===== src/sv/tsa_pkg.sv =====
package tsa_pkg;

  localparam int unsigned CoordW = 12;
  localparam int unsigned DiffW  = CoordW + 1;
  localparam int unsigned SqW    = 2 * DiffW;
  localparam int unsigned D2W    = SqW + 2;
  localparam int unsigned KW     = 2 * DiffW + 1;
  localparam int unsigned KSqW   = 2 * KW - 1;
  localparam int unsigned KSumW  = KSqW + 2;
  localparam int unsigned RootW  = 2 * DiffW + 5;
  localparam int unsigned RadW   = 2 * RootW;
  localparam int unsigned RemW   = RootW + 2;
  localparam int unsigned SideW  = 21;
  localparam int unsigned AreaW  = 29;

  // 8 fraction bits on a side need 16 on its square; area*16 = sqrt(64*|k|^2)
  localparam int unsigned SideShift  = 16;
  localparam int unsigned AreaShift  = 6;
  localparam int unsigned FrontDepth = 5;
  localparam int unsigned NumLanes   = 4;

  localparam int unsigned LaneAb   = 0;
  localparam int unsigned LaneBc   = 1;
  localparam int unsigned LaneCa   = 2;
  localparam int unsigned LaneArea = 3;

  typedef struct packed {
    logic                     mode_3d;
    logic signed [CoordW-1:0] ax;
    logic signed [CoordW-1:0] ay;
    logic signed [CoordW-1:0] az;
    logic signed [CoordW-1:0] bx;
    logic signed [CoordW-1:0] by_coord;
    logic signed [CoordW-1:0] bz;
    logic signed [CoordW-1:0] cx;
    logic signed [CoordW-1:0] cy;
    logic signed [CoordW-1:0] cz;
  } in_t;

  typedef struct packed {
    logic [SideW-1:0] side_ab;
    logic [SideW-1:0] side_bc;
    logic [SideW-1:0] side_ca;
    logic [AreaW-1:0] area;
  } out_t;

endpackage


===== src/sv/tsa_cell.sv =====
module tsa_cell (
  input  logic                       clk_i,
  input  logic                       en_i,
  input  logic [tsa_pkg::RemW-1:0]   rem_i,
  input  logic [tsa_pkg::RootW-1:0]  root_i,
  input  logic [tsa_pkg::RadW-1:0]   rad_i,
  output logic [tsa_pkg::RemW-1:0]   rem_o,
  output logic [tsa_pkg::RootW-1:0]  root_o,
  output logic [tsa_pkg::RadW-1:0]   rad_o
);

  logic [tsa_pkg::RemW+1:0]  cur;
  logic [tsa_pkg::RemW+1:0]  trial;
  logic                      ge;
  logic [tsa_pkg::RemW-1:0]  rem_d, rem_q;
  logic [tsa_pkg::RootW-1:0] root_d, root_q;
  logic [tsa_pkg::RadW-1:0]  rad_d, rad_q;

  // bring down the next two radicand bits and try root*4+1
  assign cur   = {rem_i, rad_i[tsa_pkg::RadW-1 -: 2]};
  assign trial = (tsa_pkg::RemW+2)'({root_i, 2'b01});
  assign ge    = (cur >= trial);

  always_comb begin
    rem_d  = ge ? tsa_pkg::RemW'(cur - trial) : tsa_pkg::RemW'(cur);
    root_d = {root_i[tsa_pkg::RootW-2:0], ge};
    rad_d  = {rad_i[tsa_pkg::RadW-3:0], 2'b00};
  end

  always_ff @(posedge clk_i) begin
    if (en_i) begin
      rem_q  <= rem_d;
      root_q <= root_d;
      rad_q  <= rad_d;
    end
  end

  assign rem_o  = rem_q;
  assign root_o = root_q;
  assign rad_o  = rad_q;

endmodule


===== config.mk =====
export PLATFORM = sky130hd
export DESIGN_NAME = tsa_cell
export DESIGN_NICKNAME = d
export VERILOG_FILES = /design/src/sv/tsa_pkg.sv /design/src/sv/tsa_cell.sv
export SDC_FILE = /design/constraint.sdc
export NUM_CORES = 1
export LEC_CHECK = 0
export BUFFER_PORTS_ARGS = -buffer_cell sky130_fd_sc_hd__buf_2
export CORE_UTILIZATION = 35
export DETAILED_ROUTE_END_ITERATION = 10
export GPL_TIMING_DRIVEN = 0
export SLEW_MARGIN = 20
export SYNTH_ARGS = -nofsm -noshare
export SYNTH_HDL_FRONTEND = slang
export SYNTH_SLANG_ARGS = --single-unit
export TNS_END_PERCENT = 20

===== constraint.sdc =====
create_clock -name clk_i -period 6 [get_ports clk_i]
set_input_delay 0.3 -clock clk_i [delete_from_list [all_inputs] [get_ports clk_i]]
set_output_delay 0.3 -clock clk_i [all_outputs]
set_load 0.1 [all_outputs]

==> summary.txt, run 1 <==
Routing
  • Drt wl/cell: 16.0 um
  • Number of remaining DRC errors: 50
  • Antenna-violating nets left: 0
  • Vias per cell: just under 5
  • Final Routed Wirelength: approximately 16000 um
  • Detailed-routing iteration count for the pre-antenna-repair pass: 8
  • Count of routing violations after the opening detailed-route iteration: 278
  • Total vias in the final route: ~5000

Timing
  • Post-route setup TNS: 0 ns
  • Number of failing hold endpoints at the final stage: 0
  • Final setup violation count: 0
  • Min Tclk post-route: about 2.8 ns
  • Setup repair after global routing missed its margin: false
  • Final Cycle Share: between 40% and 50%
  • Normalized max-slew margin: roughly 53%
  • Total count of max-transition violations in the final report: 0
  • Highest clock rate: 0.354 GHz
  • Worst slew pin tran: a little under 0.7 ns

Finish
  • Post-route cell area: just under 9000 um2
  • Fill cells: 1707
  • Number of nets in the layout: around 950
  • Area of all sequential standard cells: between 3000 and 4000 um2
  • Multi-input gate area: about 2400 um2
  • Fin util: roughly half
  • P&R area growth vs syn: 34.2%
  • Share of cells above drive strength 1: 41.7%
  • Antenna Cells: 0

Die
  • Die height: roughly 140 um
  • Starting Density: 35.9%
  • Die width: ~140 um
  • I/O pin cnt: 254
  • Core Footprint: 18100 um2
  • Number of cell rows: 49
  • Die area: 19100 um2

Critical path
  • CP cell instances: buf_2, inv_1, ha_1, buf_2, nand2_1, nor4_1, nand3_1, o21a_1, buf_6, o21a_4, buf_12, inv_12, buf_12, mux2_4
  • Kind of capture point of the worst setup path: register
  • Endpoint required time on the critical path: between 6 and 7 ns
  • WP data arrival: around 3 ns
  • Peak fanout along the critical path: 10
  • Worst setup path category: in2reg
  • Cell with the largest stage delay on the worst path: sky130_fd_sc_hd__nor4_1
  • CP peak stage delay: ~0.6 ns
  • Element type at the critical path start: input pin

Clocking
  • Number of buffers inserted for hold repair after clock tree synthesis: 0
  • Post-cts repair resize count: 0
  • CTS tree: built
  • Inserted Clock Buffers: 17
  • H-Tree Depth: 4
  • Cell chosen for the clock root: sky130_fd_sc_hd__clkbuf_16
  • Post-CTS Setup Bufs: 0
  • Clock net sink count: 124
  • Clock transition time at the flip-flop clock pins of the worst setup and hold paths: 0.06 ns
  • Bufs on Longest Clock Path: 2

Global routing
  • Largest net degree at the start of global routing: 75
  • Number of antenna violations at the first check in global routing: 0
  • Overall Global Routing Usage: between 15 and 20%
  • Global route total overflow: 0
  • Global-route wire length before repair: ~26000 um
  • Vias in the first global route: between 4000 and 5000

Outcome
  • Result of the run: complete, but fails checks
  • Violated checks: design-rule violations

Power and ir drop
  • Max IR drop VDD: between 0.15 and 0.2 mV
  • Pwr Total: 3.30 mW
  • Power per Cell Area: between 300 and 400 nW/um2
  • P_leak: between 3 and 4 nW

Synthesis
  • Async set-reset flop share out of synthesis: 0%
  • Yosys warnings: 0
  • Count of flip-flops with a built-in enable after synthesis: 124
  • Post-Syn Instances: ~510
  • Total standard cell area after synthesis: 6490 um2
  • Share of Yosys cell area claimed by the top area cell type: between 50 and 60%
  • Seq/Total Area, Yosys: between 50% and 60%
  • Flip-flop and latch count after synthesis: around 120
  • Leading post-synthesis cells by cell area: sky130_fd_sc_hd__edfxtp_1 57%, sky130_fd_sc_hd__ha_1 6.4%, sky130_fd_sc_hd__mux2_4 4.2%
  • Library cells used by synthesis: 60
  • Post-synth top area cell: sky130_fd_sc_hd__edfxtp_1
  • Mean instance size in the synthesized netlist: roughly 13 um2
  • Main flop type after synthesis: sky130_fd_sc_hd__edfxtp_1

Placed design
  • Port Buffers: 251
  • Final weighted congestion of routability-driven global placement: 0.810
  • Post-detail-place hpwl: 12800 um
  • Placed cell areas: between 8000 and 9000 um2

Min path
  • Class of the most critical hold timing path: in2reg

Run
  • Maxcap violations: 0
-- path summary, 6_finish.rpt --
path        from        end  slack (ns)  cells after the start
min    rad_i[37]  rad_o[39]        0.05                      1
max   root_i[19]  rem_o[22]        3.18                     14
-- cells in the final DEF, fill, tap and decap left out, types with 4 or more instances in the layout --
master / synthesis / final
sky130_fd_sc_hd__nand4_1: 6 / 6
sky130_fd_sc_hd__a21o_1: 4 / 4
sky130_fd_sc_hd__inv_1: 50 / 50
sky130_fd_sc_hd__edfxtp_1: 124 / 124
sky130_fd_sc_hd__xnor2_1: 22 / 22
sky130_fd_sc_hd__clkbuf_16: 0 / 17
sky130_fd_sc_hd__and3_1: 4 / 4
sky130_fd_sc_hd__mux2_4: 18 / 18
sky130_fd_sc_hd__nand2_1: 30 / 30
sky130_fd_sc_hd__o211ai_1: 10 / 10
sky130_fd_sc_hd__o21ai_0: 20 / 20
sky130_fd_sc_hd__a21oi_1: 37 / 37
sky130_fd_sc_hd__mux2i_1: 4 / 4
sky130_fd_sc_hd__buf_2: 5 / 255
sky130_fd_sc_hd__inv_6: 0 / 5
sky130_fd_sc_hd__nand3_1: 12 / 12
sky130_fd_sc_hd__mux2_2: 6 / 6
sky130_fd_sc_hd__ha_1: 33 / 33
sky130_fd_sc_hd__a211oi_1: 4 / 4
sky130_fd_sc_hd__nor3_1: 11 / 11
sky130_fd_sc_hd__o21bai_1: 5 / 5
sky130_fd_sc_hd__nor4_1: 5 / 5
sky130_fd_sc_hd__nand2b_1: 6 / 6
sky130_fd_sc_hd__bufinv_16: 0 / 4
sky130_fd_sc_hd__nor2_1: 27 / 27
sky130_fd_sc_hd__o31ai_1: 6 / 6
sky130_fd_sc_hd__o21a_1: 7 / 7
-- worst max-delay path, delay by kind of cell --
| kind | cells | cell delay, ns |
|---|---|---|
| buf+inv | 7 | 0.81 |
| fa+ha+maj | 1 | 0.25 |
| mux | 1 | 0.30 |
| simple gates | 3 | 0.95 |
| compound gates | 2 | 0.36 |
-- final cells by class --
| type | count | area share, % |
|---|---|---|
| multi-input combinational | 325 | 28.0 |
| inverter | 51 | 2.34 |
| clock buffer | 18 | 4.93 |
| buffer | 14 | 1.49 |
| clock inverter | 14 | 2.39 |
| tap | 229 | 3.29 |
| timing repair buffer | 252 | 14.8 |
| sequential | 124 | 42.8 |
-- cell usage after synthesis (7+ instances only) --
master	n
sky130_fd_sc_hd__o21a_1	7
sky130_fd_sc_hd__xnor2_1	22
sky130_fd_sc_hd__o21ai_0	20
sky130_fd_sc_hd__mux2_4	18
sky130_fd_sc_hd__nor2_1	27
sky130_fd_sc_hd__nand3_1	12
sky130_fd_sc_hd__inv_1	50
sky130_fd_sc_hd__o211ai_1	10
sky130_fd_sc_hd__a21oi_1	37
sky130_fd_sc_hd__edfxtp_1	124
sky130_fd_sc_hd__nand2_1	30
sky130_fd_sc_hd__ha_1	33
sky130_fd_sc_hd__nor3_1	11
-- power breakdown --
group	total, mW	internal, mW	leakage [nW]	switching, mW
clock	1.12	0.706	0.304	0.413
sequential	1.08	1.06	1.21	0.0182
combinational	1.10	0.237	2.31	0.865
total	3.30	2.00	3.83	1.30
-- cells by family (layout without fill, tap and decap cells) --
family | count (synthesis) | after routing | share of synthesized area, %
buffers and inverters | 65 | 349 | 5.15
DFF | 124 | 124 | 57.4
and+or+nand+nor | 111 | 111 | 8.37
xor gates and xnor gates | 24 | 24 | 3.24
AOI/OAI and AO/OA | 127 | 127 | 13.6
other | 1 | 2 | 0.0578
adders and majority gates | 33 | 33 | 6.36
muxes | 28 | 28 | 5.82
-- per-stage QoR --
step / hold WS, ns / setup slack, ns / cells
5_1_grt: 0.0311 / 2.92 / 1027
3_3_place_gp: 0.476 / 2.72 / 994
6_report: 0.0527 / 3.18 / 1027
2_1_floorplan: 0.399 / 3.28 / 514
3_5_place_dp: 0.478 / 2.71 / 995
4_1_cts: 0.0387 / 3.15 / 1027
-- layer usage --
metal,GRT usage (%),vias up,wire length (um)
met5,0,-,0
met4,5.09,0,148
met3,5.26,11,1160
met2,31.1,188,8420
met1,20.6,2268,6700
li1,-,2485,-
-- state kept, by name, indices dropped and copies added, names as in the netlist --
register  flops
rad_o        60
rem_o        33
root_o       31
Power figures use the tool's default switching activity.
==> run 2: changes to the inputs <==
--- a/config.mk
+++ b/config.mk
@@ -5,6 +5,7 @@
 export SDC_FILE = /design/constraint.sdc
 export NUM_CORES = 1
 export LEC_CHECK = 0
+export ABC_AREA = 1
 export BUFFER_PORTS_ARGS = -buffer_cell sky130_fd_sc_hd__buf_2
 export CORE_UTILIZATION = 35
 export DETAILED_ROUTE_END_ITERATION = 10
==> constraint.sdc (replaced) <==
create_clock -name clk_i -period 2.4 [get_ports clk_i]
set_input_delay 0.12 -clock clk_i [delete_from_list [all_inputs] [get_ports clk_i]]
set_output_delay 0.12 -clock clk_i [all_outputs]
set_load 0.1 [all_outputs]
==> run 2 against run 1 <==
Effect of this change: the flow now finishes without violations; global-route usage is 2.3 points higher; first-iteration DRC count is 1.1% lower; via count is 29% higher; wire length is 25% higher; largest power group is now combinational logic.
==> summary.txt, run 2 <==
Outcome
  • Result of the run: finished, final reports clean (was complete, but fails checks)

Clocking
  • Clock transition time at the flip-flop clock pins of the worst setup and hold paths: 0.07 ns (was 0.06 ns)
  • Bufs on Longest Clock Path: 2 (unchanged)
  • Inserted Clock Buffers: 17 (unchanged)
  • Cell chosen for the clock root: sky130_fd_sc_hd__clkbuf_16 (unchanged)
  • H-Tree Depth: 4 (unchanged)
  • Clock net sink count: 124 (unchanged)
  • CTS tree: built (unchanged)

Synthesis
  • Post-Syn Instances: 814 (was 513)
  • Simple-gate share of the synthesized area: 27.9% (was 8.37%)
  • Total standard cell area after synthesis: 7060 um2 (was 6490 um2)
  • Flip-flop and latch count after synthesis: 124 (unchanged)
  • Largest family of logic cells by synthesized area: simple AND/OR/NAND/NOR gates (was compound AO/OA/AOI/OAI gates)
  • Seq/Total Area, Yosys: 52.7% (was 57.4%)
  • Leading post-synthesis cells by cell area: sky130_fd_sc_hd__edfxtp_1 53%, sky130_fd_sc_hd__nand2_1 15%, sky130_fd_sc_hd__inv_1 8.3% (was sky130_fd_sc_hd__edfxtp_1 57%, sky130_fd_sc_hd__ha_1 6.4%, sky130_fd_sc_hd__mux2_4 4.2%)
  • Library cell with the highest instance count after synthesis: sky130_fd_sc_hd__nand2_1 (was sky130_fd_sc_hd__edfxtp_1)
  • Count of flip-flops with a built-in enable after synthesis: 124 (unchanged)
  • Async set-reset flop share out of synthesis: 0% (unchanged)
  • Compound-Gate Fraction of Synth Area: 1.70% (was 13.6%)
  • Mux share of post-synthesis cell area: 0% (was 5.82%)
  • Area share of xor/xnor cells in the synthesized design: 1.74% (was 3.24%)
  • Post-synth top area cell: sky130_fd_sc_hd__edfxtp_1 (unchanged)
  • Main flop type after synthesis: sky130_fd_sc_hd__edfxtp_1 (unchanged)
  • Share of Yosys cell area claimed by the top area cell type: 52.7% (was 57.4%)
  • Area share of fa/ha/maj cells after synthesis: 5.85% (was 6.36%)
  • Top cells by count, synth: 291 x sky130_fd_sc_hd__nand2_1, 156 x sky130_fd_sc_hd__inv_1, 124 x sky130_fd_sc_hd__edfxtp_1, 58 x sky130_fd_sc_hd__nand3_1, 35 x sky130_fd_sc_hd__nor2_1 (was 124 x sky130_fd_sc_hd__edfxtp_1, 50 x sky130_fd_sc_hd__inv_1, 37 x sky130_fd_sc_hd__a21oi_1, 33 x sky130_fd_sc_hd__ha_1, 30 x sky130_fd_sc_hd__nand2_1)
  • Yosys warnings: 0 (unchanged)
  • Mean instance size in the synthesized netlist: 8.67 um2 (was 12.7 um2)
  • Library cells used by synthesis: 32 (was 60)

Min path
  • Worst hold endpoint: rem_o[30] (was rad_o[39])
  • Hold path cells: 3 (was 1)
  • Hold wc startpoint: rem_i[28] (was rad_i[37])
  • Class of the most critical hold timing path: in2reg (unchanged)

Critical path
  • Element type at the critical path start: input pin (unchanged)
  • Crit path buf inv count: 4 (was 7)
  • Worst setup path category: in2reg (unchanged)
  • WP data arrival: 2.44 ns (was 2.99 ns)
  • CP cell instances: dlygate4sd3_1, buf_2, inv_1, ha_1, nand2_2, nor2_2, nand2_1, nor2_2, nand2_1, nand3_2, nor2_4, nand2_8, buf_12, nand3_2, nand2_1 (was buf_2, inv_1, ha_1, buf_2, nand2_1, nor4_1, nand3_1, o21a_1, buf_6, o21a_4, buf_12, inv_12, buf_12, mux2_4)
  • Peak fanout along the critical path: 10 (unchanged)
  • Critical path startpoint: root_i[15] (was root_i[19])
  • Most prevalent standard cell on the critical path: sky130_fd_sc_hd__nand2_1
  • CP peak stage delay: 0.55 ns (was 0.61 ns)
  • Kind of capture point of the worst setup path: register (unchanged)
  • Cell with the largest stage delay on the worst path: sky130_fd_sc_hd__dlygate4sd3_1 (was sky130_fd_sc_hd__nor4_1)
  • Critical path's top delay family: simple AND/OR/NAND/NOR gates (unchanged)
  • Endpoint required time on the critical path: 2.57 ns (was 6.16 ns)

Die
  • Starting Density: 36.0% (was 35.9%)
  • Die area: 20700 um2 (was 19100 um2)
  • I/O pin cnt: 254 (unchanged)
  • Die width: 144 um (was 138 um)
  • Die height: 144 um (was 138 um)
  • Number of cell rows: 51 (was 49)
  • Core Footprint: 19600 um2 (was 18100 um2)

Timing
  • Post-route setup TNS: 0 ns (unchanged)
  • Total count of max-transition violations in the final report: 0 (unchanged)
  • Number of failing hold endpoints at the final stage: 0 (unchanged)
  • Worst slew pin tran: 0.532 ns (was 0.693 ns)
  • Final setup violation count: 0 (unchanged)
  • Final Cycle Share: about 94%
  • Final worst-path setup slack: 0.132 ns (was 3.18 ns)
  • Highest clock rate: about 0.44 GHz
  • Setup repair after global routing missed its margin: true (was false)
  • Min Tclk post-route: approximately 2.3 ns
  • Normalized max-slew margin: 64.8% (was 52.6%)

Run
  • Maxcap violations: 0 (unchanged)

Routing
  • Vias per cell: 4.41 (was 4.82)
  • Total vias in the final route: 6407 (was 4952)
  • Drt wl/cell: 14.1 um (was 16.0 um)
  • Detailed-routing iteration count for the pre-antenna-repair pass: 5 (was 8)
  • Final Routed Wirelength: 20500 um (was 16400 um)
  • Count of routing violations after the opening detailed-route iteration: 275 (was 278)
  • Antenna-violating nets left: 0 (unchanged)
  • Number of remaining DRC errors: 0 (was 50)

Placed design
  • DP Worst Slack: 0.197 ns (was 2.71 ns)
  • Placed cell areas: 8690 um2 (was 8070 um2)
  • Port Buffers: 251 (unchanged)
  • Post-detail-place hpwl: 15400 um (was 12800 um)
  • Final weighted congestion of routability-driven global placement: 0.875 (was 0.810)

Finish
  • Fill cells: 1845 (was 1707)
  • Antenna Cells: 0 (unchanged)
  • Post-route cell area: 10200 um2 (was 8710 um2)
  • Multi-input gate area: 2660 um2 (was 2440 um2)
  • Commonest cells after routing, fill and taps aside: 285 x sky130_fd_sc_hd__nand2_1, 255 x sky130_fd_sc_hd__buf_2, 156 x sky130_fd_sc_hd__inv_1, 124 x sky130_fd_sc_hd__edfxtp_1, 90 x sky130_fd_sc_hd__dlygate4sd3_1 (was 255 x sky130_fd_sc_hd__buf_2, 124 x sky130_fd_sc_hd__edfxtp_1, 50 x sky130_fd_sc_hd__inv_1, 37 x sky130_fd_sc_hd__a21oi_1, 33 x sky130_fd_sc_hd__ha_1)
  • Share of cells above drive strength 1: 28.9% (was 41.7%)
  • P&R area growth vs syn: 44.5% (was 34.2%)
  • Most common cell after layout, fill and taps aside: sky130_fd_sc_hd__nand2_1 (was sky130_fd_sc_hd__buf_2)
  • Max FFs per register: 60 (unchanged)
  • Area of all sequential standard cells: 3720 um2 (unchanged)
  • Number of nets in the layout: 1337 (was 946)

Power and ir drop
  • Clock network fraction of design power: 32.1% (was 33.9%)
  • Switching fraction of total power: 41.3% (was 39.3%)
  • Cell-internal power: 4.79 mW (was 2.00 mW)
  • Max IR drop VDD: 0.470 mV (was 0.183 mV)
  • P_leak: 5.21 nW (was 3.83 nW)
  • Comb power frac: 35.0% (was 33.4%)
  • Relative contribution of sequential cells to total power: 32.9% (was 32.7%)
  • Power per Cell Area: 800 nW/um2 (was 379 nW/um2)
  • Switching power: 3.37 mW (was 1.30 mW)

Global routing
  • Global route total overflow: 0 (unchanged)
  • Global-route wire length before repair: 30900 um (was 25800 um)
  • Most Crowded Layer GR: met2 (unchanged)
  • Number of antenna violations at the first check in global routing: 2 (was 0)
  • Routing usage on met2: 36.0% (was 31.1%)
  • Overall Global Routing Usage: 19.9% (was 17.6%)
  • Met1 track demand over resource in global routing: 23.4% (was 20.6%)
  • Vias in the first global route: 6252 (was 4877)
  • Largest net degree at the start of global routing: 73 (was 75)
  • Global routing met3 resource utilization: 4.07% (was 5.26%)
## run 2: timing repair
item / 4_1_cts / 5_1_grt
setup buffers: 0 / 0
resized for setup: 0 / 11
endpoints found under the hold margin: 90 / 0
hold buffers: 90 / 0
endpoints found under the setup margin: 0 / 18
## run 2: how the worst max path moves through the flow
stage,cells after the start,endpoint,slack [ns]
floorplan,12,rem_o[25],0.70
global placement,1,root_o[3],-0.19
detailed placement,14,rem_o[23],0.20
CTS,15,rem_o[23],0.08
global route,15,rem_o[23],-0.001
finish,15,rem_o[23],0.13
## run 2: tightest hold or removal path, cell delays in order
cell                      delay, ns
sky130_fd_sc_hd__buf_2         0.09
sky130_fd_sc_hd__nand3_1       0.07
sky130_fd_sc_hd__nand2_1       0.06
## run 2: layout make-up
type                       count  area share, %
buffer                        11          0.920
clock buffer                  18           4.21
clock inverter                14           1.57
inverter                     165           6.07
multi-input combinational    515           26.0
sequential                   124           36.5
tap                          265           3.25
timing repair buffer         342           21.5
## run 2: cell families (layout without fill, tap and decap cells)
| family | Yosys count | after routing |
|---|---|---|
| other | 1 | 2 |
| buffers and inverters | 176 | 550 |
| AND/OR/NAND/NOR | 443 | 443 |
| AO/OA/AOI/OAI | 23 | 23 |
| adder cells (fa/ha/maj) | 33 | 33 |
| flip-flops | 124 | 124 |
| XOR/XNOR | 14 | 14 |
## run 2: per-stage QoR
step	utilization, %	hold WS [ns]	total power, mW	instances
CTS	51.9	0.00916	8.23	1454
floorplan	-	0.219	4.92	815
finish	52.1	0.0206	8.16	1454
detailed placement	44.3	0.298	5.47	1332
global route	52.1	0.0244	8.49	1454
global placement	44.2	0.297	5.46	1331
## run 2: power groups by stage
stage | registers (mW) | clock network (mW) | logic, mW
floorplan | 4.28 | 0 | 0.642
global placement | 2.74 | 0 | 2.72
detailed placement | 2.73 | 0 | 2.74
CTS | 2.69 | 2.68 | 2.86
global route | 2.71 | 2.76 | 3.02
finish | 2.69 | 2.62 | 2.86
## run 2: routing by layer
metal,vias to the layer above,share of wire [%]
met1,2861,43
met5,-,0.12
met4,4,1.8
met2,213,49
met3,24,5.5
li1,3305,-
